### src/fpmac_pkg.sv
// Shared types and constants for the fixed-point multiply-accumulate core.
// Holds operation and compare codes plus the stage payload structs.
// No dependencies.
package fpmac_pkg;

  localparam logic [1:0] OP_LOAD = 2'd0;
  localparam logic [1:0] OP_MAC  = 2'd1;
  localparam logic [1:0] OP_CEIL = 2'd2;
  localparam logic [1:0] OP_CMP  = 2'd3;

  localparam logic [1:0] CMP_LT = 2'd0;
  localparam logic [1:0] CMP_EQ = 2'd1;
  localparam logic [1:0] CMP_GT = 2'd2;

  localparam logic [31:0] MUL_MIN    = 32'h8000_0000;
  localparam logic [63:0] OPND_MIN   = 64'h8000_0000_0000_0000;
  localparam logic [31:0] INT_HI_MAX = 32'h7fff_ffff;
  localparam logic [33:0] SPLIT_BIAS = 34'd32768;

  typedef struct packed {
    logic [1:0]  op;
    logic [31:0] mul;
    logic [63:0] operand;
    logic        pre_ovf;
    logic [31:0] y_lo;
    logic [30:0] y_hi;
    logic [15:0] mlo;
    logic [15:0] mhi;
  } prep_t;

  typedef struct packed {
    logic [1:0]  op;
    logic [31:0] mul;
    logic [63:0] operand;
    logic        pre_ovf;
    logic [48:0] pll;
    logic [47:0] phl;
    logic [48:0] plh;
    logic [47:0] phh;
  } prod_t;

  typedef struct packed {
    logic [1:0]  op;
    logic [31:0] mul;
    logic [63:0] operand;
    logic        pre_ovf;
    logic [79:0] p1;
    logic [95:0] pfull;
  } sum_t;

endpackage

### src/fpmac_sum.sv
// Product sum stage: forms y*mlo and the full y*m from the partial products.
// Registers the result as a sum_t; depends on fpmac_pkg.
module fpmac_sum (
  input  logic               clk,
  input  logic               en,
  input  fpmac_pkg::prod_t   d,
  output fpmac_pkg::sum_t    q
);

  logic [79:0] p1;
  logic [95:0] pfull;

  assign p1    = {{31{d.pll[48]}}, d.pll} + {d.phl, 32'd0};
  assign pfull = {{16{p1[79]}}, p1} + {{31{d.plh[48]}}, d.plh, 16'd0} + {d.phh, 48'd0};

  always_ff @(posedge clk) begin
    if (en) begin
      q.op      <= d.op;
      q.mul     <= d.mul;
      q.operand <= d.operand;
      q.pre_ovf <= d.pre_ovf;
      q.p1      <= p1;
      q.pfull   <= pfull;
    end
  end

endmodule

### config.mk
export PLATFORM = sky130hd
export DESIGN_NAME = fpmac_sum
export DESIGN_NICKNAME = d
export VERILOG_FILES = /design/src/fpmac_pkg.sv /design/src/fpmac_sum.sv
export SDC_FILE = /design/constraint.sdc
export NUM_CORES = 1
export LEC_CHECK = 0
export BUFFER_PORTS_ARGS = -buffer_cell sky130_fd_sc_hd__buf_2
export CELL_PAD_IN_SITES_DETAIL_PLACEMENT = 0
export CELL_PAD_IN_SITES_GLOBAL_PLACEMENT = 1
export CORE_MARGIN = 2
export CORE_UTILIZATION = 36
export CTS_BUF_LIST = sky130_fd_sc_hd__clkbuf_8
export CTS_CLUSTER_SIZE = 14
export DETAILED_ROUTE_END_ITERATION = 10
export PLACE_DENSITY = 0.88
export SLEW_MARGIN = 20
export SYNTH_ARGS = -nofsm -noshare
export SYNTH_HDL_FRONTEND = slang
export SYNTH_SLANG_ARGS = --single-unit
### constraint.sdc
create_clock -name clk -period 8.3 [get_ports clk]
set_clock_uncertainty 0.1 [all_clocks]
set_input_delay 1.66 -clock clk [delete_from_list [all_inputs] [get_ports clk]]
set_output_delay 1.66 -clock clk [all_outputs]
set_load 0.01 [all_outputs]
After elaboration in Yosys (flattened, before gate mapping)

Cells that the tools add are included.
W data, S select, Z words.

Input bits: 295
Output and inout port bits: 275
Word-level logic and storage cells: 9
Flip-flop bits (word level): 275

Add/sub/neg operators: 3

Operator list:

| kind             | count |
|---|---|
| $add A96 B96 Y96 | 1 |
| $add A80 B65 Y81 | 1 |
| $add A80 B80 Y80 | 1 |

Depth between registers and ports, before layout

Gate-level depths: netlist (run 1).

Word-level depth: 3
Mapped depth: 35
Mapped depth without buffers: 34

Worst setup path before layout (run 1)

OpenSTA, ideal clock, no wires.

Path type: input-to-reg
From: input port d[97] in the netlist's numbering
To: register q[95] in the netlist's numbering, data pin
Buffers on the path: 2
Stages: 34
Arrival: 7,881 ps
Path slack: 49 ps
Path through: ha_1 -> fa_1 -> a21oi_1 -> nor2_1 -> nor3_1 -> nor2_1 -> o311ai_0 -> nand2b_1 -> a221oi_1 -> o21ai_0 -> a21oi_1 -> xnor2_1 -> ha_1 -> clkbuf_1 -> a21o_1 -> a21o_1 -> a21oi_1 -> o22ai_1 -> o21ai_0 -> a21oi_1 -> a221o_1 -> a21oi_1 -> xnor2_1 -> ha_1 -> clkbuf_1 -> nand2_1 -> or2_2 -> nor3_1 -> a21oi_1 -> o21ai_0 -> nor2_1 -> o21a_1 -> a21boi_0 -> xor3_1

Longest elaborated chain between the ends: 3

RTL lines:

| item             | line            | source |
|---|---|---|
| from (decl)      | fpmac_sum.sv:6  | `input fpmac_pkg::prod_t d,` |
| $add A80 B80 Y80 | fpmac_sum.sv:13 | `assign p1 = {{31{d.pll[48]}}, d.pll} + {d.phl, 32'd0};` |
| net p1[56]       | fpmac_sum.sv:10 | `logic [79:0] p1;` |
| $add A80 B65 Y81 | fpmac_sum.sv:14 | `assign pfull = {{16{p1[79]}}, p1} + {{31{d.plh[48]}}, d.plh, 16'd0} + {d.phh, 48'd0};` |
| $add A96 B96 Y96 | fpmac_sum.sv:14 |  |
| net pfull[95]    | fpmac_sum.sv:11 | `logic [95:0] pfull;` |
| to (decl)        | fpmac_sum.sv:7  | `output fpmac_pkg::sum_t q` |

The timed path passes the listed nets, and every way through them passes these cells.
A chain may end at the register's enable or synchronous reset.

Worst setup path in the final report (run 1)

From: input port d[98] in the netlist's numbering
To: register q[90] in the netlist's numbering, data pin

The elaborated chain is that of the path after synthesis.

==> flow_metrics.env, run 1 <==
export IMPL_wl_per_cell_um=19.5
export IMPL_fin_crit_sh_pct=96.8
export IMPL_place_hpwl_mm=50.1
export IMPL_synth_seq_cells=259
export IMPL_wl_met3_mm=3.36
export IMPL_top_register="q"
export IMPL_drv_slew=0
export IMPL_clk_pin_slew_worst_paths_ps=80
export IMPL_switching_share_pct=37.9
export IMPL_drive_gt1_share_pct=40.9
export IMPL_crit_type="input port to flip-flop"
export IMPL_routed_wl_mm=61.2
export IMPL_grt_pass1_vias=15900
export IMPL_grt_pass1_wl_mm=88.5
export IMPL_fin_crit_ps=8030
export IMPL_initial_core_util_pct=36.3
export IMPL_holdPathEnd="q[244]"
export IMPL_arrival_ps=8290
export IMPL_synth_warning_count=0
export IMPL_tightest_slew_ps=976
export IMPL_synth_area_per_cell_um2=10.7
export IMPL_slowest_stage="a2111oi_4"
export IMPL_place_gp_congestion=0.960
export IMPL_power_leakage_nw=11.2
export IMPL_maxCapViolCount=0
export IMPL_synth_edf_count=259
export IMPL_largest_reg_flops=259
export IMPL_dr_pass1_iters=5
export IMPL_ys_types=73
export IMPL_status="finished, final reports clean"
export IMPL_vias_per_cell=5.19
export IMPL_numCtsBuffers=46
export IMPL_power_mw=7.08
export IMPL_fin_setup_tns_ps=0
export IMPL_area_growth_pct=42.4
export IMPL_stdcell_count=3146
export IMPL_placement_cell_area_um2=22800
export IMPL_wl_met2_mm=29.6
export IMPL_die_w_um=221
export IMPL_worst_endpoint_required_ps=8560
export IMPL_critPathMaxFanout=5
export IMPL_m1WireLength_mm=25.4
export IMPL_placement_io_buffers=569
export IMPL_worstHoldStart="d[262]"
export IMPL_vias=16300
export IMPL_synthesis_instances=1582
export IMPL_route_detailed_drc=0
export IMPL_max_stage_delay_ps=400
export IMPL_worstSetupStartpointType="input port"
export IMPL_grt_max_degree=138
export IMPL_first_iter_violations=763
export IMPL_root_buffer="clkbuf_8"
export IMPL_min_delay_path_depth=1
export IMPL_setup_viol=0
export IMPL_design_area_um2=24000
export IMPL_seq_power_share_pct=27.2
export IMPL_end_kind="flip-flop"
export IMPL_core_area_um2=46500
export IMPL_highest_layer="met5"
export IMPL_relSlewSlack_pct=34.9
export IMPL_num_io_pins=570
export IMPL_ant_nets=0
export IMPL_die_area_um2=48700
export IMPL_htree_levels=2
export IMPL_netlist_area_um2=16900
export IMPL_async_flop_share_pct=0
export IMPL_antenna_found_initial=10
export IMPL_cts_max_path_buffers=3
export IMPL_cts_tree="built"
export IMPL_fmax_mhz=124
export IMPL_grt_ovfl_total=0
export IMPL_p_int_mw=4.40
export IMPL_reg_largest_list="q: 259 flops"
export IMPL_switchingPower_mw=2.68
export IMPL_worst_slack_ps=265
export IMPL_dpl_cell_count=3043
export IMPL_peakVddDrop_mv=0.157
export IMPL_grt_util_all_layers_pct=23.6
export IMPL_power_density_nw_per_um2=295
export IMPL_cpMostUsedCell="a21o_1"
export IMPL_numClockSinks=259
export IMPL_fp_dieH_um=221
export IMPL_num_rows=79
export IMPL_nets=2951
export IMPL_combPwrFrac_pct=54.6
export IMPL_pre_cts_ws_ps=-664
export IMPL_finalHoldViolations=0
export IMPL_clock_power_share_pct=18.3
export IMPL_hp_class="input port to flip-flop"
export IMPL_synth_top_flop_cell="edfxtp_1"
export IMPL_seq_area_frac_synth_pct=46.1
export IMPL_synthesis_nets=2039
-- synthesized netlist by cell type (all sizes together), types with 3 or more instances --
library cell / count / area share (%)
a31o: 4 / 0.26
nor3: 17 / 0.50
nor2b: 25 / 0.93
o41ai: 5 / 0.26
o22ai: 3 / 0.11
nor3b: 4 / 0.21
a31oi: 21 / 0.78
o21a: 19 / 0.84
ha: 159 / 12
nand2b: 17 / 0.63
o31ai: 14 / 0.68
buf: 19 / 0.80
o31a: 3 / 0.16
o21bai: 27 / 1.2
and3: 11 / 0.41
a41oi: 6 / 0.31
xnor2: 90 / 4.7
or3: 5 / 0.19
a21boi: 7 / 0.33
fa: 3 / 0.36
and4: 5 / 0.26
edfxtp: 259 / 46
inv: 36 / 0.80
clkbuf: 48 / 1.1
xor2: 52 / 2.7
a311oi: 3 / 0.16
nor4: 7 / 0.26
nand4: 36 / 1.3
mux2i: 4 / 0.24
and2: 12 / 0.44
nand3: 35 / 1.0
a21o: 104 / 4.6
o21ai: 102 / 3.0
o211ai: 6 / 0.27
nand2: 103 / 2.3
nor2: 83 / 1.8
a221oi: 9 / 0.47
a211oi: 15 / 0.67
a21oi: 171 / 5.1
or2: 3 / 0.11
-- placed cells by master (no fill, tap or decap), drive strengths merged, types with 6 or more instances in the layout --
| cell type | netlist | layout |
|---|---|---|
| o211ai | 6 | 6 |
| a21oi | 171 | 171 |
| o31ai | 14 | 14 |
| nor2b | 25 | 25 |
| edfxtp | 259 | 259 |
| a211oi | 15 | 15 |
| diode | 0 | 8 |
| nand2b | 17 | 17 |
| nor4 | 7 | 7 |
| and2 | 12 | 12 |
| a21o | 104 | 104 |
| a41oi | 6 | 6 |
| buf | 19 | 931 |
| nand2 | 103 | 103 |
| clkbuf | 48 | 46 |
| ha | 159 | 159 |
| o21bai | 27 | 27 |
| clkinv | 0 | 19 |
| inv | 36 | 48 |
| nor2 | 83 | 83 |
| a221oi | 9 | 9 |
| and3 | 11 | 11 |
| xnor2 | 90 | 90 |
| xor2 | 52 | 52 |
| o21a | 19 | 19 |
| nand4 | 36 | 36 |
| nand3 | 35 | 35 |
| a21boi | 7 | 7 |
| nor3 | 17 | 17 |
| bufinv | 0 | 6 |
| a31oi | 21 | 21 |
| o21ai | 102 | 102 |
-- per-layer routing --
layer / GRT usage [%] / up-vias
li1: - / 7877
met1: 28.8 / 7723
met2: 40.6 / 570
met3: 3.73 / 141
met4: 11.5 / 4
met5: 0 / -
-- logic make-up after synthesis --
kind of cell / after synthesis / synth area share, %
AOI/OAI and AO/OA: 538 / 20.4
xor gates and xnor gates: 143 / 7.51
muxes: 5 / 0.304
and+or+nand+nor: 372 / 10.9
DFF: 259 / 46.1
buffers and inverters: 103 / 2.67
adders and majority gates: 162 / 12.1
-- area by class of cell --
type / instances / area (µm²)
diodes: 8 / 20.0
fillers: 4257 / 22400
well taps: 607 / 759
clock buffers: 46 / 633
inverters: 36 / 135
flip-flops and latches: 259 / 7780
clock inverters: 39 / 338
repair buffers: 931 / 5590
multi-input cells: 1220 / 8790
-- repair_timing --
item	4_1_cts	5_1_grt
resized for setup	1	34
endpoints found under the setup margin	1	18
pin swaps	0	20
endpoints found under the hold margin	0	0
setup buffers	0	10
hold buffers	0	0
-- worst max-delay path: cells and delay by family --
| kind | cells | cell delay, ps |
|---|---|---|
| AO/OA/AOI/OAI | 18 | 3880 |
| adder cells (fa/ha/maj) | 3 | 1000 |
| buffers and inverters | 2 | 250 |
| AND/OR/NAND/NOR | 6 | 970 |
| XOR/XNOR | 3 | 530 |
-- per-stage QoR --
| stage | hold slack, ps | utilization (%) |
|---|---|---|
| after floorplan | 1660 | - |
| after global placement | 1740 | 49.2 |
| after detailed placement | 1740 | 49.2 |
| after CTS | 1070 | 51.3 |
| after global routing | 1080 | 51.7 |
| final | 1120 | 51.8 |
-- how the worst max path moves through the flow --
| stage | startpoint | to | slack, ps |
|---|---|---|---|
| 2_1_floorplan | d[97] | q[95] | 50 |
| 3_3_place_gp | d[97] | q[95] | -500 |
| 3_5_place_dp | d[97] | q[92] | -660 |
| 4_1_cts | d[98] | q[95] | 70 |
| 5_1_grt | d[98] | q[95] | -20 |
| 6_report | d[98] | q[90] | 270 |
-- power by group through the flow --
stage               registers [mW]  logic, mW  clock network [mW]
floorplan                     2.07       1.84                   0
global placement              1.94       3.72                   0
detailed placement            1.95       3.76                   0
CTS                           1.93       3.78                1.33
global route                  1.95       4.19                1.38
finish                        1.93       3.86                1.29
(Power assumes the default switching activity.)
==> inputs of run 2 (changes only) <==
--- a/config.mk
+++ b/config.mk
@@ -8,7 +8,8 @@
 export BUFFER_PORTS_ARGS = -buffer_cell sky130_fd_sc_hd__buf_2
 export CELL_PAD_IN_SITES_DETAIL_PLACEMENT = 0
 export CELL_PAD_IN_SITES_GLOBAL_PLACEMENT = 1
-export CORE_MARGIN = 2
+export CORE_ASPECT_RATIO = 1.2
+export CORE_MARGIN = 10
 export CORE_UTILIZATION = 36
 export CTS_BUF_LIST = sky130_fd_sc_hd__clkbuf_8
 export CTS_CLUSTER_SIZE = 14
==> flow_metrics.env, run 2 (synthesis gave the netlist of run 1 again) <==
export IMPL_hp_class="input port to flip-flop"
export IMPL_fin_crit_ps=7930
export IMPL_stdcell_count=3114
export IMPL_drv_slew=0
export IMPL_arrival_ps=8140
export IMPL_ant_nets=0
export IMPL_cts_max_path_buffers=3
export IMPL_dr_pass1_iters=5
export IMPL_status="finished, final reports clean"
export IMPL_worstHoldStart="d[226]"
export IMPL_wl_per_cell_um=21.0
export IMPL_die_w_um=218
export IMPL_combPwrFrac_pct=53.5
export IMPL_htree_levels=2
export IMPL_clk_pin_slew_worst_paths_ps=60
export IMPL_layout_commonest_cell="buf_2"
export IMPL_vias=16100
export IMPL_switching_share_pct=37.9
export IMPL_worst_endpoint_required_ps=8510
export IMPL_critPathMaxFanout=5
export IMPL_p_int_mw=4.34
export IMPL_hold_buffers=0
export IMPL_cpMostUsedCell="a21o_1"
export IMPL_postLayoutCoreUtil_pct=51.6
export IMPL_grt_ovfl_total=0
export IMPL_finalHoldViolations=0
export IMPL_seq_power_share_pct=27.6
export IMPL_slowest_stage="fa_1"
export IMPL_nets=2916
export IMPL_worst_slack_ps=373
export IMPL_crit_type="input port to flip-flop"
export IMPL_max_stage_delay_ps=410
export IMPL_reg_largest_list="q: 259 flops"
export IMPL_dpl_cell_count=3027
export IMPL_num_io_pins=570
export IMPL_min_delay_path_depth=1
export IMPL_crit_start="d[97]"
export IMPL_setup_viol=0
export IMPL_vias_per_cell=5.18
export IMPL_fp_dieH_um=257
export IMPL_cts_tree="built"
export IMPL_power_leakage_nw=11.1
export IMPL_numClockSinks=259
export IMPL_fillers=4204
export IMPL_drive_gt1_share_pct=40.4
export IMPL_routed_wl_mm=65.3
export IMPL_pre_cts_ws_ps=-755
export IMPL_grt_pass1_wl_mm=97.1
export IMPL_switchingPower_mw=2.65
export IMPL_root_buffer="clkbuf_8"
export IMPL_die_area_um2=56000
export IMPL_top_register="q"
export IMPL_num_rows=86
export IMPL_tightest_slew_ps=954
export IMPL_fmax_mhz=126
export IMPL_numCtsBuffers=43
export IMPL_placement_io_buffers=569
export IMPL_grt_pass1_vias=16500
export IMPL_fin_setup_tns_ps=0
export IMPL_maxCapViolCount=0
export IMPL_worstSetupStartpointType="input port"
export IMPL_placement_cell_area_um2=22700
export IMPL_fin_crit_sh_pct=95.5
export IMPL_initial_core_util_pct=36.6
export IMPL_grt_max_degree=146
export IMPL_end_kind="flip-flop"
export IMPL_grt_util_all_layers_pct=22.3
export IMPL_peakVddDrop_mv=0.138
export IMPL_largest_reg_flops=259
export IMPL_place_hpwl_mm=54.9
export IMPL_power_density_nw_per_um2=293
export IMPL_layout_common_cells="568 x buf_2, 329 x buf_4, 259 x edfxtp_1, 163 x a21oi_1, 159 x ha_1"
export IMPL_place_gp_congestion=0.950
export IMPL_first_iter_violations=979
export IMPL_area_growth_pct=41.0
export IMPL_clock_power_share_pct=18.9
export IMPL_antenna_found_initial=12
export IMPL_relSlewSlack_pct=36.4
export IMPL_design_area_um2=23800
export IMPL_route_detailed_drc=0
export IMPL_core_area_um2=46200
## run 2: critical path: cells and delay by family
family | cells | cell delay, ps
XOR/XNOR | 2 | 400
buffers and inverters | 4 | 480
AND/OR/NAND/NOR | 8 | 1120
multiplexers | 1 | 370
AO/OA/AOI/OAI | 16 | 2950
adder cells (fa/ha/maj) | 4 | 1130
## run 2: power by group through the flow
stage / combinational, mW / clock (mW) / sequential [mW]
5_1_grt: 4.08 / 1.42 / 1.95
6_report: 3.74 / 1.32 / 1.93
4_1_cts: 3.70 / 1.36 / 1.93
3_5_place_dp: 3.68 / 0 / 1.95
3_3_place_gp: 3.63 / 0 / 1.95
2_1_floorplan: 1.84 / 0 / 2.07
## run 2: metal layers
layer / up-vias / track usage [%] / part of all wire (%)
met3: 113 / 5.38 / 7.1
met2: 596 / 41.2 / 52
met4: 0 / 9.04 / 3.9
met1: 7631 / 23.5 / 37
li1: 7793 / - / -
met5: - / 0 / 0
## run 2: final cells by class
type	instances	area, µm²	area share (%)
Clock inverter	34	378	1.59
Sequential cell	259	7780	32.7
Multi-Input combinational cell	1220	8770	36.8
Clock buffer	45	619	2.60
Timing Repair Buffer	899	5350	22.5
Antenna cell	5	12.5	0.0525
Inverter	36	135	0.567
Tap cell	616	771	3.24
## run 2: path summary, 6_finish.rpt
check | slack (ps) | endpoint
worst max-delay path | 370 | q[95]
worst min-delay path | 1140 | q[208]
## run 2: stage by stage
| step | power, mW | hold WS [ps] |
|---|---|---|
| 5_1_grt | 7.45 | 1100 |
| 6_report | 6.99 | 1140 |
| 2_1_floorplan | 3.91 | 1660 |
| 3_3_place_gp | 5.58 | 1740 |
| 3_5_place_dp | 5.63 | 1740 |
| 4_1_cts | 6.99 | 1090 |
## run 2: repair_timing
action / in CTS / in global routing
pin swaps: 0 / 6
buffers inserted: 0 / 3
resized for setup: 3 / 32
endpoints found under the setup margin: 8 / 16
==> inputs of run 3 (changes only) <==
--- a/config.mk
+++ b/config.mk
@@ -6,7 +6,8 @@
 export NUM_CORES = 1
 export LEC_CHECK = 0
 export BUFFER_PORTS_ARGS = -buffer_cell sky130_fd_sc_hd__buf_2
-export CELL_PAD_IN_SITES_DETAIL_PLACEMENT = 0
+export CAP_MARGIN = 5
+export CELL_PAD_IN_SITES_DETAIL_PLACEMENT = 1
 export CELL_PAD_IN_SITES_GLOBAL_PLACEMENT = 1
 export CORE_ASPECT_RATIO = 1.2
 export CORE_MARGIN = 10
==> flow_metrics.env, run 3 (synthesis gave the netlist of run 1 again) <==
export IMPL_status="finished, final reports clean"
export IMPL_fp_dieH_um=257
export IMPL_end_kind="flip-flop"
export IMPL_postLayoutCoreUtil_pct=51.4
export IMPL_numClockSinks=259
export IMPL_largest_reg_flops=259
export IMPL_cts_max_path_buffers=3
export IMPL_hp_class="input port to flip-flop"
export IMPL_cts_tree="built"
export IMPL_core_area_um2=46200
export IMPL_area_growth_pct=40.6
export IMPL_route_detailed_drc=0
export IMPL_wl_per_cell_um=24.0
export IMPL_numCtsBuffers=46
export IMPL_hold_buffers=0
export IMPL_htree_levels=2
export IMPL_die_area_um2=56000
export IMPL_grt_pass1_vias=18400
export IMPL_dr_pass1_iters=5
export IMPL_initial_core_util_pct=36.6
export IMPL_fmax_mhz=125
export IMPL_power_leakage_nw=11.0
export IMPL_place_gp_congestion=0.950
export IMPL_tightest_slew_ps=950
export IMPL_reg_largest_list="q: 259 flops"
export IMPL_layout_common_cells="568 x buf_2, 331 x buf_4, 259 x edfxtp_1, 160 x a21oi_1, 159 x ha_1"
export IMPL_crit_type="input port to flip-flop"
export IMPL_multi_input_area_um2=8850
export IMPL_routed_wl_mm=74.9
export IMPL_fillers=5329
export IMPL_use_met2_pct=46.8
export IMPL_power_density_nw_per_um2=295
export IMPL_drive_gt1_share_pct=40.4
export IMPL_max_stage_delay_ps=390
export IMPL_maxCapViolCount=0
export IMPL_peakVddDrop_mv=0.122
export IMPL_num_io_pins=570
export IMPL_cpMostUsedCell="a21o_1"
export IMPL_die_w_um=218
export IMPL_place_hpwl_mm=62.8
export IMPL_clk_pin_slew_worst_paths_ps=70
export IMPL_antenna_found_initial=10
export IMPL_grt_ovfl_total=0
export IMPL_first_iter_violations=865
export IMPL_met1_usage_pct=26.1
export IMPL_grt_util_all_layers_pct=25.6
export IMPL_worstSetupStartpointType="input port"
export IMPL_top_register="q"
export IMPL_finalHoldViolations=0
export IMPL_grt_max_degree=146
export IMPL_min_delay_path_depth=1
export IMPL_critPathMaxFanout=5
export IMPL_num_rows=86
export IMPL_stdcell_count=3114
export IMPL_worst_endpoint_required_ps=8550
export IMPL_vias_per_cell=5.36
export IMPL_grt_met3_usage_pct=5.70
export IMPL_relSlewSlack_pct=36.7
export IMPL_layout_commonest_cell="buf_2"
export IMPL_drv_slew=0
export IMPL_dpl_cell_count=3027
export IMPL_vias=16700
export IMPL_placement_io_buffers=569
export IMPL_grt_pass1_wl_mm=111
export IMPL_setup_viol=0
export IMPL_top_usage_layer="met2"
export IMPL_root_buffer="clkbuf_8"
export IMPL_slowest_stage="a2111oi_4"
export IMPL_nets=2921
export IMPL_seqCellArea_um2=7780
export IMPL_ant_nets=0
export IMPL_fin_crit_ps=7980
export IMPL_fin_crit_sh_pct=96.2
export IMPL_arrival_ps=8230
-- run 3: cell types whose count changed in the layout (fill, tap and decap cells not counted), moves of 3 or more --
cell	previous run	this run
a21oi_1	163	160
a21oi_2	8	11
bufinv_16	8	2
clkinv_1	5	13
clkinv_2	9	5
inv_1	42	45
o21ai_0	95	92
o21ai_1	4	7
-- run 3: area by class of cell --
class,instances,area share (%)
antenna,3,0.0316
clock buffer,46,2.67
clock inverter,33,0.885
inverter,36,0.569
multi-input combinational,1220,37.3
sequential,259,32.8
tap,616,3.25
timing repair buffer,901,22.6
-- run 3: power by group --
group	total, mW	internal [mW]	switching, mW	leakage [nW]
Clock	1.14	0.581	0.560	0.460
Combinational	3.91	1.76	2.15	8.03
Sequential	1.95	1.84	0.107	2.54
-- run 3: final timing paths --
check	from	end	slack (ps)
min	d[249]	q[231]	1120
max	d[98]	q[95]	320
-- run 3: worst max-delay path, delay by kind of cell --
kind	cells	cell delay, ps
xor gates and xnor gates	2	480
and+or+nand+nor	6	860
buffers and inverters	2	290
AOI/OAI and AO/OA	19	3760
muxes	1	380
adders and majority gates	3	800
-- run 3: layer usage --
metal | share of wire, % | routed length [µm]
met1 | 36 | 27000
met2 | 52 | 38800
met3 | 6.2 | 4620
met4 | 6.0 | 4500
met5 | 0.017 | 13
-- run 3: per-stage QoR --
step | setup WS [ps] | area, µm² | hold slack (ps) | TNS (ps) | total power, mW
after floorplan | 49.5 | 16900 | 1660 | 0 | 3.91
after global placement | -587 | 22700 | 1740 | -6340 | 5.58
after detailed placement | -834 | 22700 | 1740 | -11790 | 5.76
after CTS | 32.1 | 23500 | 1070 | 0 | 6.95
after global routing | -10.5 | 23700 | 1080 | -10.5 | 7.42
final | 319 | 23700 | 1120 | 0 | 6.99
-- run 3: what timing repair did --
item | in CTS | in global routing
setup endpoints to repair | 11 | 17
gates resized for setup | 6 | 42
setup buffers | 0 | 5
pin swaps | 0 | 8
