File: src/fpmac_pkg.sv
// Shared types and constants for the fixed-point multiply-accumulate core.
// Holds operation and compare codes plus the stage payload structs.
// No dependencies.
package fpmac_pkg;

  localparam logic [1:0] OP_LOAD = 2'd0;
  localparam logic [1:0] OP_MAC  = 2'd1;
  localparam logic [1:0] OP_CEIL = 2'd2;
  localparam logic [1:0] OP_CMP  = 2'd3;

  localparam logic [1:0] CMP_LT = 2'd0;
  localparam logic [1:0] CMP_EQ = 2'd1;
  localparam logic [1:0] CMP_GT = 2'd2;

  localparam logic [31:0] MUL_MIN    = 32'h8000_0000;
  localparam logic [63:0] OPND_MIN   = 64'h8000_0000_0000_0000;
  localparam logic [31:0] INT_HI_MAX = 32'h7fff_ffff;
  localparam logic [33:0] SPLIT_BIAS = 34'd32768;

  typedef struct packed {
    logic [1:0]  op;
    logic [31:0] mul;
    logic [63:0] operand;
    logic        pre_ovf;
    logic [31:0] y_lo;
    logic [30:0] y_hi;
    logic [15:0] mlo;
    logic [15:0] mhi;
  } prep_t;

  typedef struct packed {
    logic [1:0]  op;
    logic [31:0] mul;
    logic [63:0] operand;
    logic        pre_ovf;
    logic [48:0] pll;
    logic [47:0] phl;
    logic [48:0] plh;
    logic [47:0] phh;
  } prod_t;

  typedef struct packed {
    logic [1:0]  op;
    logic [31:0] mul;
    logic [63:0] operand;
    logic        pre_ovf;
    logic [79:0] p1;
    logic [95:0] pfull;
  } sum_t;

endpackage

File: src/fpmac_prep.sv
// Input stage: sign fold of the operand and signed 16-bit split of the multiplier.
// Registers the result as a prep_t; depends on fpmac_pkg.
module fpmac_prep (
  input  logic               clk,
  input  logic               en,
  input  logic [1:0]         op,
  input  logic [63:0]        operand,
  input  logic [31:0]        multiplier,
  output fpmac_pkg::prep_t   q
);

  logic        neg;
  logic [32:0] m_ext;
  logic [32:0] m_fold;
  logic [63:0] y;
  logic [33:0] t;
  logic [17:0] mhi_wide;
  logic        hi_ovf;
  fpmac_pkg::prep_t q_next;

  assign neg      = operand[63];
  assign m_ext    = {multiplier[31], multiplier};
  assign m_fold   = neg ? (33'd0 - m_ext) : m_ext;
  assign y        = neg ? (64'd0 - operand) : operand;
  assign t        = {m_fold[32], m_fold} + fpmac_pkg::SPLIT_BIAS;
  assign mhi_wide = t[33:16];
  assign hi_ovf   = !((mhi_wide[17:15] == 3'b000) || (mhi_wide[17:15] == 3'b111));

  always_comb begin
    q_next.op      = op;
    q_next.mul     = multiplier;
    q_next.operand = operand;
    q_next.pre_ovf = (multiplier == fpmac_pkg::MUL_MIN) ||
                     (operand == fpmac_pkg::OPND_MIN) || hi_ovf;
    q_next.y_lo    = y[31:0];
    q_next.y_hi    = y[62:32];
    q_next.mlo     = {~t[15], t[14:0]};
    q_next.mhi     = mhi_wide[15:0];
  end

  always_ff @(posedge clk) begin
    if (en) begin
      q <= q_next;
    end
  end

endmodule

File: config.mk
export PLATFORM = sky130hd
export DESIGN_NAME = fpmac_prep
export DESIGN_NICKNAME = d
export VERILOG_FILES = /design/src/fpmac_pkg.sv /design/src/fpmac_prep.sv
export SDC_FILE = /design/constraint.sdc
export NUM_CORES = 1
export LEC_CHECK = 0
export ABC_AREA = 1
export BUFFER_PORTS_ARGS = -buffer_cell sky130_fd_sc_hd__buf_2
export CELL_PAD_IN_SITES_DETAIL_PLACEMENT = 1
export CELL_PAD_IN_SITES_GLOBAL_PLACEMENT = 1
export CORE_ASPECT_RATIO = 1.25
export CORE_MARGIN = 2
export CORE_UTILIZATION = 44
export CTS_BUF_LIST = sky130_fd_sc_hd__clkbuf_8
export DETAILED_ROUTE_END_ITERATION = 8
export PLACE_DENSITY_LB_ADDON = 0.1
export SLEW_MARGIN = 20
export SYNTH_ARGS = -nofsm -noshare
export SYNTH_HDL_FRONTEND = slang
export SYNTH_SLANG_ARGS = --single-unit
File: constraint.sdc
create_clock -name clk -period 3.7 [get_ports clk]
set_input_delay 0 -clock clk [delete_from_list [all_inputs] [get_ports clk]]
set_output_delay 0 -clock clk [all_outputs]
set_load 0.01 [all_outputs]
== Yosys cells after proc, flatten, opt, wreduce, memory -nomap -nowiden ==
Cells that the tools add are included.

* Add/sub/neg operators: 3
* Multiply operators: 0
* Divide/modulo/power cells: 0
* Order comparisons: 0
* Equality and inequality tests: 3
* Shift-type cells: 0
* Muxes and demuxes: 2
* Bitwise gates (word level): 1
* Reduce and logical (&&, ||, !) cells: 5

{| class="wikitable"
|+ Operator list
! operator !! number
|-
| == test 64 bit, second input constant || 1
|-
| 2-to-1 mux 63 bit || 1
|-
| subtractor 1 x 63 -> 63 bit, first input constant || 1
|-
| adder 33 x 17 -> 34 bit, second input constant || 1
|-
| 2-to-1 mux 33 bit || 1
|-
| subtractor 1 x 32 -> 33 bit, first input constant || 1
|-
| == test 32 bit, second input constant || 1
|-
| == test 3 bit, second input constant || 1
|-
| logical NOT 3 bit || 1
|-
| logical OR 1 bit || 3
|-
| logical NOT 1 bit || 1
|-
| inverter 1 bit || 1
|}

* Bits in registers: 194
* Bits in latches: 0
* Bits in writable memories: 0
* Bits in read-only memories: 0
* Input bits: 100
* Memories: 0

== Depth between registers and ports, before layout ==
Gate-level depths: netlist (run 1).

* Depth after elaboration: 7
* Depth in mapped cells: 17
* Gate-level depth less buffers: 17

== Worst setup path after synthesis (run 1) ==
No wires, ideal clock.

* Path kind: input-to-reg
* Start point: input port multiplier[0]
* End point: register q[95] (netlist bit) (data pin)
* Data arrival time: 1.586 ns
* Data required time: 3.441 ns
* Setup slack: 1.855 ns
* Cell stages on the path: 16
* Path through: inv_1 > ha_1 > nand2_2 > nor2_8 > nand2_2 > nand2_4 > nand3_2 > nand2_2 > ha_1 > nand3_4 > nor2_4 > nand3_1 > nand2_1 > nand2_1 > nand2_1 > nand3_1

{| class="wikitable"
|+ RTL lines
! what !! line !! RTL
|-
| start, declared || fpmac_prep.sv:8 || <nowiki>input logic [31:0] multiplier,</nowiki>
|-
| end signal, assigned || fpmac_prep.sv:43 || <nowiki>q <= q_next;</nowiki>
|-
| end, declared || fpmac_prep.sv:9 || <nowiki>output fpmac_pkg::prep_t q</nowiki>
|}

==> metrics.md, run 1 <==
| Metric | Value |
|---|---|
| Nets | between 1000 and 1500 |
| Post-synthesis cell count | 869 |
| Vias in the first global route | 8579 |
| Final worst path period share | 0.659 |
| GP Congestion | approximately 0.85 |
| Initial DRT Pass Iterations | 5 |
| P_sw | 1410 uW |
| Core area | 20900 um^2 |
| CTS root buf | clkbuf_8 |
| Int Pwr | approximately 3500 uW |
| Initial antenna violation count | 1 |
| FF+latch count, synth | 192 |
| Worst setup EP type | flip-flop |
| Clk pwr share | 0.278 |
| Net Sw Frac | 0.286 |
| Most frequent cells in the layout | buf_2 (292), edfxtp_1 (192), nand2_1 (163) |
| DRC | 0 |
| WP data arrival | 2660 ps |
| Top reg by flops | q |
| Die Width | 135 um |
| Warnings, synthesis | 0 |
| Antenna-violating nets left | 0 |
| Mean Syn Cell Area | 10.8 um^2 |
| Combinational group share of total power | 0.179 |
| Sink Count | between 150 and 200 |
| Worst slew margin | 0.385 |
| CTS hold repair buffers | 97 |
| Post-synth top flop | edfxtp_1 |
| Routed via count | 7943 |
| Worst-path fanout max | 5 |
| Grt total ovfl | 0 |
| Max clock buf depth | 2 |
| I/O pin count | 294 |
| Leak pwr | 0.00535 uW |
| Die area | 22600 um^2 |
| Max Slew Vio Count | 0 |
| Via/cell ratio | 5.10 |
| Post-synth EDFFs | ~190 |
| Row cnt | 59 |
| CP Data Required Time | 3920 ps |
| Share of total power in sequential cells | 0.543 |
| Final wirelength | between 20000 and 30000 um |
| Final setup fails | 0 |
| Wire per inst | 19.2 um |
| H-tree Lvls | 4 |
| Top flop regs | q (192) |
| Post-CTS sizing | 0 |
| Num CTS Buffers | 17 |
| Worst Tran Pin Value | around 900 ps |
| Crit path time final | approximately 2400 ps |
| Worst hold path startpoint | operand[63] |
| IO Port Bufs | slightly below 300 |
| Number of flip-flops in the largest register | 192 |
| Syn_nets | 973 |
| Asr flop ratio synth | 0 |
| Setup TNS | 0 ps |
| Post-CTS Setup Inserts | 0 |
| Die Y | 168 um |
| Yosys cell types | 42 |
| Final hold viol count | 0 |
| CTS tree | yes |
| Crit path launch type | primary input |
| Power Density | a little under 400 nW/um^2 |
| Share of cells above drive strength 1 | 0.322 |
| Synth Cell Area | 9420 um^2 |
| Worst Hold Class | primary input to flip-flop |
| Fin util | 0.602 |
| Max Cap Viol | 0 |
| Run status | finished, final reports clean |
| Number of DRC violations after detailed-routing iteration 0 | 390 |
| Crit path launch | operand[1] |
| RSZ-0062 raised after global routing | false |
| Most common cell after layout, fill and taps aside | buf_2 |
| Clock slew at reported path FFs | 120 ps |
| Register area share after synthesis | 0.612 |
| Max IR drop VDD | 0.287 mV |
| P&R area growth vs syn | 33.5% |
| HPWL after DPL | approximately 22000 um |
| Fmax | 0.410 GHz |
| Initial core utilization | 0.451 |
| Largest net degree at the start of global routing | 112 |
| Setup CP Type | primary input to flip-flop |
| First-pass GRT wire length | about 46000 um |
| GRT Util Overall | 0.270 |
-- per-stage QoR --
step	cell area (um^2)	total power, uW	setup slack [ps]	hold WS [ps]	std cells
5_1_grt	12600	5130	1060	129	1557
4_1_cts	12600	4960	1280	98.7	1556
2_1_floorplan	9420	3080	1860	98.9	869
6_report	12600	4930	1260	130	1557
3_5_place_dp	11200	3520	1340	180	1427
3_3_place_gp	11200	3490	1440	176	1427
-- final timing paths --
check                 slack [ps]  cells past startpoint     end
worst max-delay path        1260                     15   q[48]
worst min-delay path         130                      1  q[159]
-- critical path: stages --
cell and delay [ps]:
dlygate4sd3_1 540, buf_2 130, inv_1 110, ha_1 210, nand3_1 100, nor2_1 260, inv_2 80, nor2_4 130
nand3_2 100, nor2_2 110, nand4_1 190, nor2_2 300, a21oi_2 150, o21bai_1 170, nand2_1 60
-- kinds of logic (layout without fill, tap and decap cells) --
group,count (synthesis),after routing,share of synthesized area
other,0,1,0
AND/OR/NAND/NOR,447,447,0.237
buffers and inverters,104,517,0.0443
XOR/XNOR,82,82,0.0770
adder cells (fa/ha/maj),4,4,0.00531
AO/OA/AOI/OAI,40,40,0.0240
flip-flops,192,192,0.612
-- power by group through the flow --
stage / clock network (uW) / registers [uW] / logic (uW)
2_1_floorplan: 0 / 2840 / 249
3_3_place_gp: 0 / 2710 / 777
3_5_place_dp: 0 / 2720 / 794
4_1_cts: 1410 / 2680 / 878
5_1_grt: 1480 / 2700 / 956
6_report: 1370 / 2680 / 882
-- synthesized netlist by cell type (8+ instances only) --
library cell	n	area, um^2
edfxtp_1	192	5770
nand2_1	163	612
nor2_1	105	394
inv_1	82	308
xor2_1	54	473
nand3_1	47	235
xnor2_1	27	236
nand2_2	23	144
nor3_1	23	115
nor2_2	19	119
nand4_1	17	106
o21ai_0	15	75.1
nor4_1	12	75.1
nand3_2	8	80.1
-- final cells by class --
class | count | area (um^2)
sequential | 192 | 5770
timing repair buffer | 395 | 2500
fill | 2381 | 8310
antenna | 1 | 2.50
clock inverter | 15 | 155
inverter | 90 | 343
multi-input combinational | 573 | 3240
clock buffer | 17 | 234
tap | 274 | 343
-- layer usage --
layer,wire (um),up-vias,track usage
met2,16900,263,0.524
met1,10400,3879,0.276
met5,0,-,0
li1,-,3740,-
met4,1110,0,0.119
met3,1480,61,0.0466
Note: power is estimated with default switching activity, not from simulation.
==> inputs of run 2 (changes only) <==
--- a/config.mk
+++ b/config.mk
@@ -11,7 +11,7 @@
 export CELL_PAD_IN_SITES_GLOBAL_PLACEMENT = 1
 export CORE_ASPECT_RATIO = 1.25
 export CORE_MARGIN = 2
-export CORE_UTILIZATION = 44
+export CORE_UTILIZATION = 41
 export CTS_BUF_LIST = sky130_fd_sc_hd__clkbuf_8
 export DETAILED_ROUTE_END_ITERATION = 8
 export PLACE_DENSITY_LB_ADDON = 0.1
==> constraint.sdc (replaced) <==
create_clock -name clk -period 2.5 [get_ports clk]
set_input_delay 0 -clock clk [delete_from_list [all_inputs] [get_ports clk]]
set_output_delay 0 -clock clk [all_outputs]
set_load 0.01 [all_outputs]
==> metrics.md, run 2 (synthesized netlist as in run 1, its figures left out) <==
| Metric | Value |
|---|---|
| Max IR drop VDD | 0.319 mV (+11%) |
| GR peak layer | met2 |
| Clk pwr share | 0.290 (+0.012) |
| Run status | finished, final reports clean |
| Int Pwr | 5380 uW (+53%) |
| Row cnt | 62 (+5.1%) |
| Fmax | 0.431 GHz |
| Share of total power in sequential cells | 0.532 (-0.011) |
| CP Cell Sequence | dlygate4sd3_1 -> buf_2 -> inv_1 -> ha_1 -> nand2_2 -> nor2_8 -> nand2_2 -> nand2_4 -> nand3_2 -> nand2_2 -> ha_1 -> nand3_4 -> nor2_4 -> nand3_1 -> nand2_1 -> nand2_1 -> nand2_1 -> nand3_1 |
| Final hold viol count | 0 (unchanged) |
| Initial antenna violation count | 1 (unchanged) |
| Share of cells above drive strength 1 | 0.326 (+0.00343) |
| Crit path launch type | primary input |
| Slowest Stage Delay on Critical Path | 540 ps (about the same) |
| Fillers | 2576 (+8.2%) |
| Max clock buf depth | 2 (unchanged) |
| Most frequent cells in the layout | buf_2 (292), edfxtp_1 (192), nand2_1 (163) |
| Worst setup EP type | flip-flop |
| Final worst path period share | 0.928 |
| CTS root buf | clkbuf_8 |
| Wire per inst | 19.4 um (+0.97%) |
| WHS | 72.1 ps (-58.1 ps) |
| RSZ-0062 raised after global routing | false |
| Routed via count | 7893 (-0.63%) |
| Worst slew margin | 0.599 (+0.214) |
| Crit path to | q[95] |
| Worst Tran Pin Value | 596 ps (-327 ps) |
| Core area | 22800 um^2 (+9.2%) |
| GR Util met1 | 0.255 (-0.0209) |
| Vias in the first global route | 8479 (-1.2%) |
| IO Port Bufs | 293 (unchanged) |
| H-tree Lvls | 4 (unchanged) |
| Grt total ovfl | 0 (unchanged) |
| Final setup fails | 0 (unchanged) |
| Num CTS Buffers | 17 (unchanged) |
| WP data arrival | 2570 ps (-90 ps) |
| Initial core utilization | 0.413 (-0.0379) |
| Top flop regs | q (192) |
| I/O pin count | 294 (unchanged) |
| GP Congestion | 0.866 (+1.9%) |
| P&R area growth vs syn | 34.6% |
| Die Width | 140 um (+3.5%) |
| Number of flip-flops in the largest register | 192 (unchanged) |
| M3 GR Usage | 0.0461 (-0.000492) |
| Die area | 24200 um^2 (+7.1%) |
| Setup TNS | 0 ps (unchanged) |
| Routing usage on met2 | 0.485 (-0.0387) |
| HPWL after DPL | 21800 um (+0.84%) |
| Net Sw Frac | 0.277 (-0.00886) |
| CP Buf/Inv Count | 3 (-1) |
| Via/cell ratio | 5.00 (-2.0%) |
| Nets | 1381 (+0.58%) |
| Top delay family on crit path | simple AND/OR/NAND/NOR gates |
| Max Cap Viol | 0 (unchanged) |
| Setup CP Type | primary input to flip-flop |
| Sink Count | 192 (unchanged) |
| Top reg by flops | q |
| Clock slew at reported path FFs | 100 ps (-20 ps) |
| GRT Util Overall | 0.253 (-0.0165) |
| CTS tree | yes |
| Final wirelength | 30700 um (+2.4%) |
| DRC | 0 (unchanged) |
| Slowest-stage cell, CP | dlygate4sd3_1 |
| Worst Hold Class | primary input to flip-flop |
| CP Data Required Time | 2750 ps (-1170 ps) |
| Tot Pwr | 7440 uW (+51%) |
| Post-CTS Setup Inserts | 0 (unchanged) |
| Die Y | 173 um (+3.5%) |
| Largest net degree at the start of global routing | 57 (-49%) |
| Combinational group share of total power | 0.178 (about the same) |
| Antenna-violating nets left | 0 (unchanged) |
| Max Slew Vio Count | 0 (unchanged) |
| Number of DRC violations after detailed-routing iteration 0 | 311 (-20%) |
| Power Density | 586 nW/um^2 (+50%) |
| P_sw | 2060 uW (+46%) |
| Crit path time final | 2320 ps |
| Most common cell after layout, fill and taps aside | buf_2 |
| Initial DRT Pass Iterations | 4 (-1) |
| Leak pwr | 0.00540 uW (+1.0%) |
| Worst-path fanout max | 6 (+1) |
| First-pass GRT wire length | 46700 um (+1.2%) |
| Crit path depth | 18 (+3) |
| Crit path launch | multiplier[1] |
[run 2: cell count changes in the layout (fill, tap and decap cells not counted), sizes merged]
cell,delta
buf,+8
bufinv,+2
inv,-4
clkinv,+3
clkinvlp,-1
[run 2: metrics by stage]
| step | utilization | instances | cell area (um^2) | setup WS (ps) |
|---|---|---|---|---|
| 2_1_floorplan | - | 869 | 9420 | 655 |
| 3_3_place_gp | 0.496 | 1449 | 11300 | 331 |
| 3_5_place_dp | 0.496 | 1449 | 11300 | 240 |
| 4_1_cts | 0.556 | 1578 | 12700 | 210 |
| 5_1_grt | 0.556 | 1579 | 12700 | 44.5 |
| 6_report | 0.556 | 1579 | 12700 | 180 |
[run 2: power groups by stage]
stage,logic [uW],clock network (uW),registers (uW)
6_report,1320,2160,3960
2_1_floorplan,369,0,4200
5_1_grt,1430,2300,3980
3_5_place_dp,1190,0,4020
4_1_cts,1310,2210,3950
3_3_place_gp,1170,0,4010
[run 2: what timing repair did]
action,CTS,global route
endpoints found under the setup margin,0,2
gates resized for setup,0,1
hold buffers,97,0
endpoints found under the hold margin,174,0
[run 2: how the worst min path moves through the flow]
| stage | startpoint | to | slack, ps | depth (start not counted) |
|---|---|---|---|---|
| floorplan | operand[4] | q[100] | 100 | 0 |
| global placement | op[1] | q[193] | 190 | 1 |
| detailed placement | op[1] | q[193] | 180 | 1 |
| CTS | operand[63] | q[27] | 50 | 3 |
| global route | en | q[4] | 70 | 1 |
| finish | en | q[4] | 70 | 1 |
[run 2: cell type report]
class / count / area (um^2) / area share
clock inverter: 15 / 168 / 0.0132
timing repair buffer: 403 / 2570 / 0.202
antenna: 1 / 2.50 / 0.000197
tap: 288 / 360 / 0.0284
clock buffer: 17 / 234 / 0.0184
inverter: 90 / 343 / 0.0270
sequential: 192 / 5770 / 0.454
multi-input combinational: 573 / 3240 / 0.256
[run 2: routing by layer]
layer	routed length (um)	share of wire	vias to the layer above
li1	-	-	3749
met1	11000	0.36	3766
met2	16800	0.55	288
met3	1460	0.047	90
met4	1470	0.048	0
met5	0	0	-
==> inputs of run 3 (changes only) <==
--- a/config.mk
+++ b/config.mk
@@ -11,10 +11,12 @@
 export CELL_PAD_IN_SITES_GLOBAL_PLACEMENT = 1
 export CORE_ASPECT_RATIO = 1.25
 export CORE_MARGIN = 2
-export CORE_UTILIZATION = 41
+export CORE_UTILIZATION = 35
 export CTS_BUF_LIST = sky130_fd_sc_hd__clkbuf_8
 export DETAILED_ROUTE_END_ITERATION = 8
+export MAX_ROUTING_LAYER = met4
 export PLACE_DENSITY_LB_ADDON = 0.1
+export RECOVER_POWER = 25
 export SLEW_MARGIN = 20
 export SYNTH_ARGS = -nofsm -noshare
 export SYNTH_HDL_FRONTEND = slang
==> metrics.md, run 3 (synthesized netlist as in run 1, its figures left out) <==
| Metric | Value |
|---|---|
| P&R area growth vs syn | 34.6% (about the same) |
| Row cnt | 67 (+8.1%) |
| DRC | 0 (unchanged) |
| Slowest Stage Delay on Critical Path | 540 ps (about the same) |
| Worst path most repeated cell | nand2_1 |
| CP Data Required Time | 2740 ps (about the same) |
| Num CTS Buffers | 17 (unchanged) |
| Int Pwr | 5460 uW (+1.6%) |
| Setup TNS | 0 ps (unchanged) |
| Nets | 1381 (unchanged) |
| Net Sw Frac | 0.268 (-0.00858) |
| P_sw | 2000 uW (-2.7%) |
| Fmax | 0.440 GHz (+2.1%) |
| Setup CP Type | primary input to flip-flop |
| Die Y | 187 um (+8.0%) |
| Post-Place Cells | 1505 (+3.9%) |
| Top reg by flops | q |
| Worst setup EP type | flip-flop |
| Largest net degree at the start of global routing | 66 (+16%) |
| Wire per inst | 18.2 um (-6.5%) |
| Via/cell ratio | 4.76 (-4.9%) |
| Max clock buf depth | 2 (unchanged) |
| H-tree Lvls | 4 (unchanged) |
| GRT Util Overall | 0.221 (-0.0320) |
| Final hold viol count | 0 (unchanged) |
| Worst-path fanout max | 4 (-2) |
| Worst Hold Class | primary input to flip-flop |
| Routed via count | 7771 (-1.5%) |
| Sink Count | 192 (unchanged) |
| Run status | finished, violations left |
| Slowest-stage cell, CP | dlygate4sd3_1 |
| First-pass GRT wire length | 46000 um (-1.4%) |
| Failing checks | max-capacitance violations, max-slew violations |
| CTS root buf | clkbuf_8 |
| Most frequent cells in the layout | buf_2 (215), edfxtp_1 (192), nand2_1 (163) |
| WHS | 239 ps (+167 ps) |
| Number of DRC violations after detailed-routing iteration 0 | 264 (-15%) |
| Tot Pwr | 7470 uW (+0.37%) |
| GP Congestion | 0.830 (-4.1%) |
| Antenna-violating nets left | 0 (unchanged) |
| Max Slew Vio Count | 63 (+63) |
| Hold path cells | 2 (+1) |
| IO Port Bufs | 293 (unchanged) |
| Final worst path period share | 0.909 (-0.0192) |
| Crit path launch type | primary input |
| HPWL after DPL | 21900 um (+0.31%) |
| Worst slew margin | -0.215 (-0.814) |
| Initial core utilization | 0.353 (-0.0597) |
| Top flop regs | q (192) |
| CP Cell Sequence | dlygate4sd3_1 -> clkbuf_1 -> nor2_1 -> inv_1 -> nor3_1 -> inv_1 -> nor2_1 -> nand2_1 -> nor3_1 -> nand4_1 -> xor2_1 -> nand2_1 -> nand2_1 |
| Share of total power in sequential cells | 0.529 (-0.003) |
| Fin cells | 1634 (+3.5%) |
| CTS tree | yes |
| Final setup fails | 0 (unchanged) |
| Core area | 26700 um^2 (+17%) |
| Max IR drop VDD | 0.314 mV (-1.6%) |
| Clock slew at reported path FFs | 100 ps (about the same) |
| Max Cap Viol | 1 (+1) |
| Worst hold path startpoint | op[1] |
| Clk pwr share | 0.299 (+0.009) |
| Final WS setup | 229 ps (+48.1 ps) |
| Power Density | 589 nW/um^2 (+0.38%) |
| Final wirelength | 29700 um (-3.2%) |
| Initial DRT Pass Iterations | 4 (unchanged) |
| Combinational group share of total power | 0.172 (-0.006) |
| Leak pwr | 0.00520 uW (-3.8%) |
| Grt total ovfl | 0 (unchanged) |
| Antenna diodes | 0 (-1) |
| Hold endpoint | q[193] |
| Die area | 28300 um^2 (+17%) |
| I/O pin count | 294 (unchanged) |
| Post-CTS Setup Inserts | 0 (unchanged) |
| Die Width | 151 um (+8.0%) |
| Number of flip-flops in the largest register | 192 (unchanged) |
| Initial antenna violation count | 0 (-1) |
| WP data arrival | 2520 ps (-50 ps) |
| Worst Tran Pin Value | 1820 ps (+1230 ps) |
| Crit path time final | 2270 ps (-48.1 ps) |
| Share of cells above drive strength 1 | 0.265 (-0.0610) |
| Most common cell after layout, fill and taps aside | buf_2 |
| Pre-CTS WS | 246 ps (+5.85 ps) |
| RSZ-0062 raised after global routing | false |
| Vias in the first global route | 8352 (-1.5%) |
run 3: changes by cell type in the layout (fill, tap and decap cells not counted), sizes merged:
cell / delta
dlygate4sd3: +1
bufinv: +1
diode: -1
buf: -78
clkinv: -3
clkbuf: +77
inv: +1
run 3: cell type report:
cell class	instances	area [um^2]
timing repair buffer	403	2480
inverter	90	343
multi-input combinational	573	3240
fill	3106	14000
tap	345	432
clock buffer	17	234
sequential	192	5770
clock inverter	14	188
run 3: critical path: cells and delay by family:
family                 cells  cell delay, ps
XOR/XNOR                   1             180
buffers and inverters      4             850
AND/OR/NAND/NOR            8            1480
run 3: how the worst max path moves through the flow:
| stage | cells after the start | slack, ps | endpoint | startpoint |
|---|---|---|---|---|
| final | 13 | 230 | q[56] | operand[37] |
| after global routing | 15 | 6 | q[48] | operand[1] |
| after CTS | 15 | 240 | q[48] | operand[1] |
| after detailed placement | 14 | 250 | q[60] | operand[1] |
| after global placement | 12 | 280 | q[56] | operand[37] |
| after floorplan | 16 | 660 | q[95] | multiplier[0] |
run 3: metal layers:
metal | track usage | vias up | wire length (um)
met5 | - | - | 0
met4 | 0.0683 | 0 | 614
met3 | 0.0361 | 35 | 1160
met2 | 0.405 | 208 | 16300
met1 | 0.241 | 3775 | 11600
li1 | - | 3753 | -
run 3: timing repair:
| item | 4_1_cts | 5_1_grt |
|---|---|---|
| resized for setup | 0 | 1 |
| hold buffers | 98 | 0 |
| setup endpoints to repair | 0 | 3 |
| hold endpoints to repair | 177 | 0 |
run 3: metrics by stage:
step	utilization	area [um^2]
after floorplan	-	9420
after global placement	0.427	11400
after detailed placement	0.427	11400
after CTS	0.480	12800
after global routing	0.476	12700
final	0.476	12700
run 3: power by group through the flow:
stage	Clock, uW	Combinational [uW]	Sequential, uW
floorplan	0	369	4200
global placement	0	1190	4010
detailed placement	0	1190	4020
CTS	2320	1320	3950
global route	2410	1410	3980
finish	2230	1290	3950
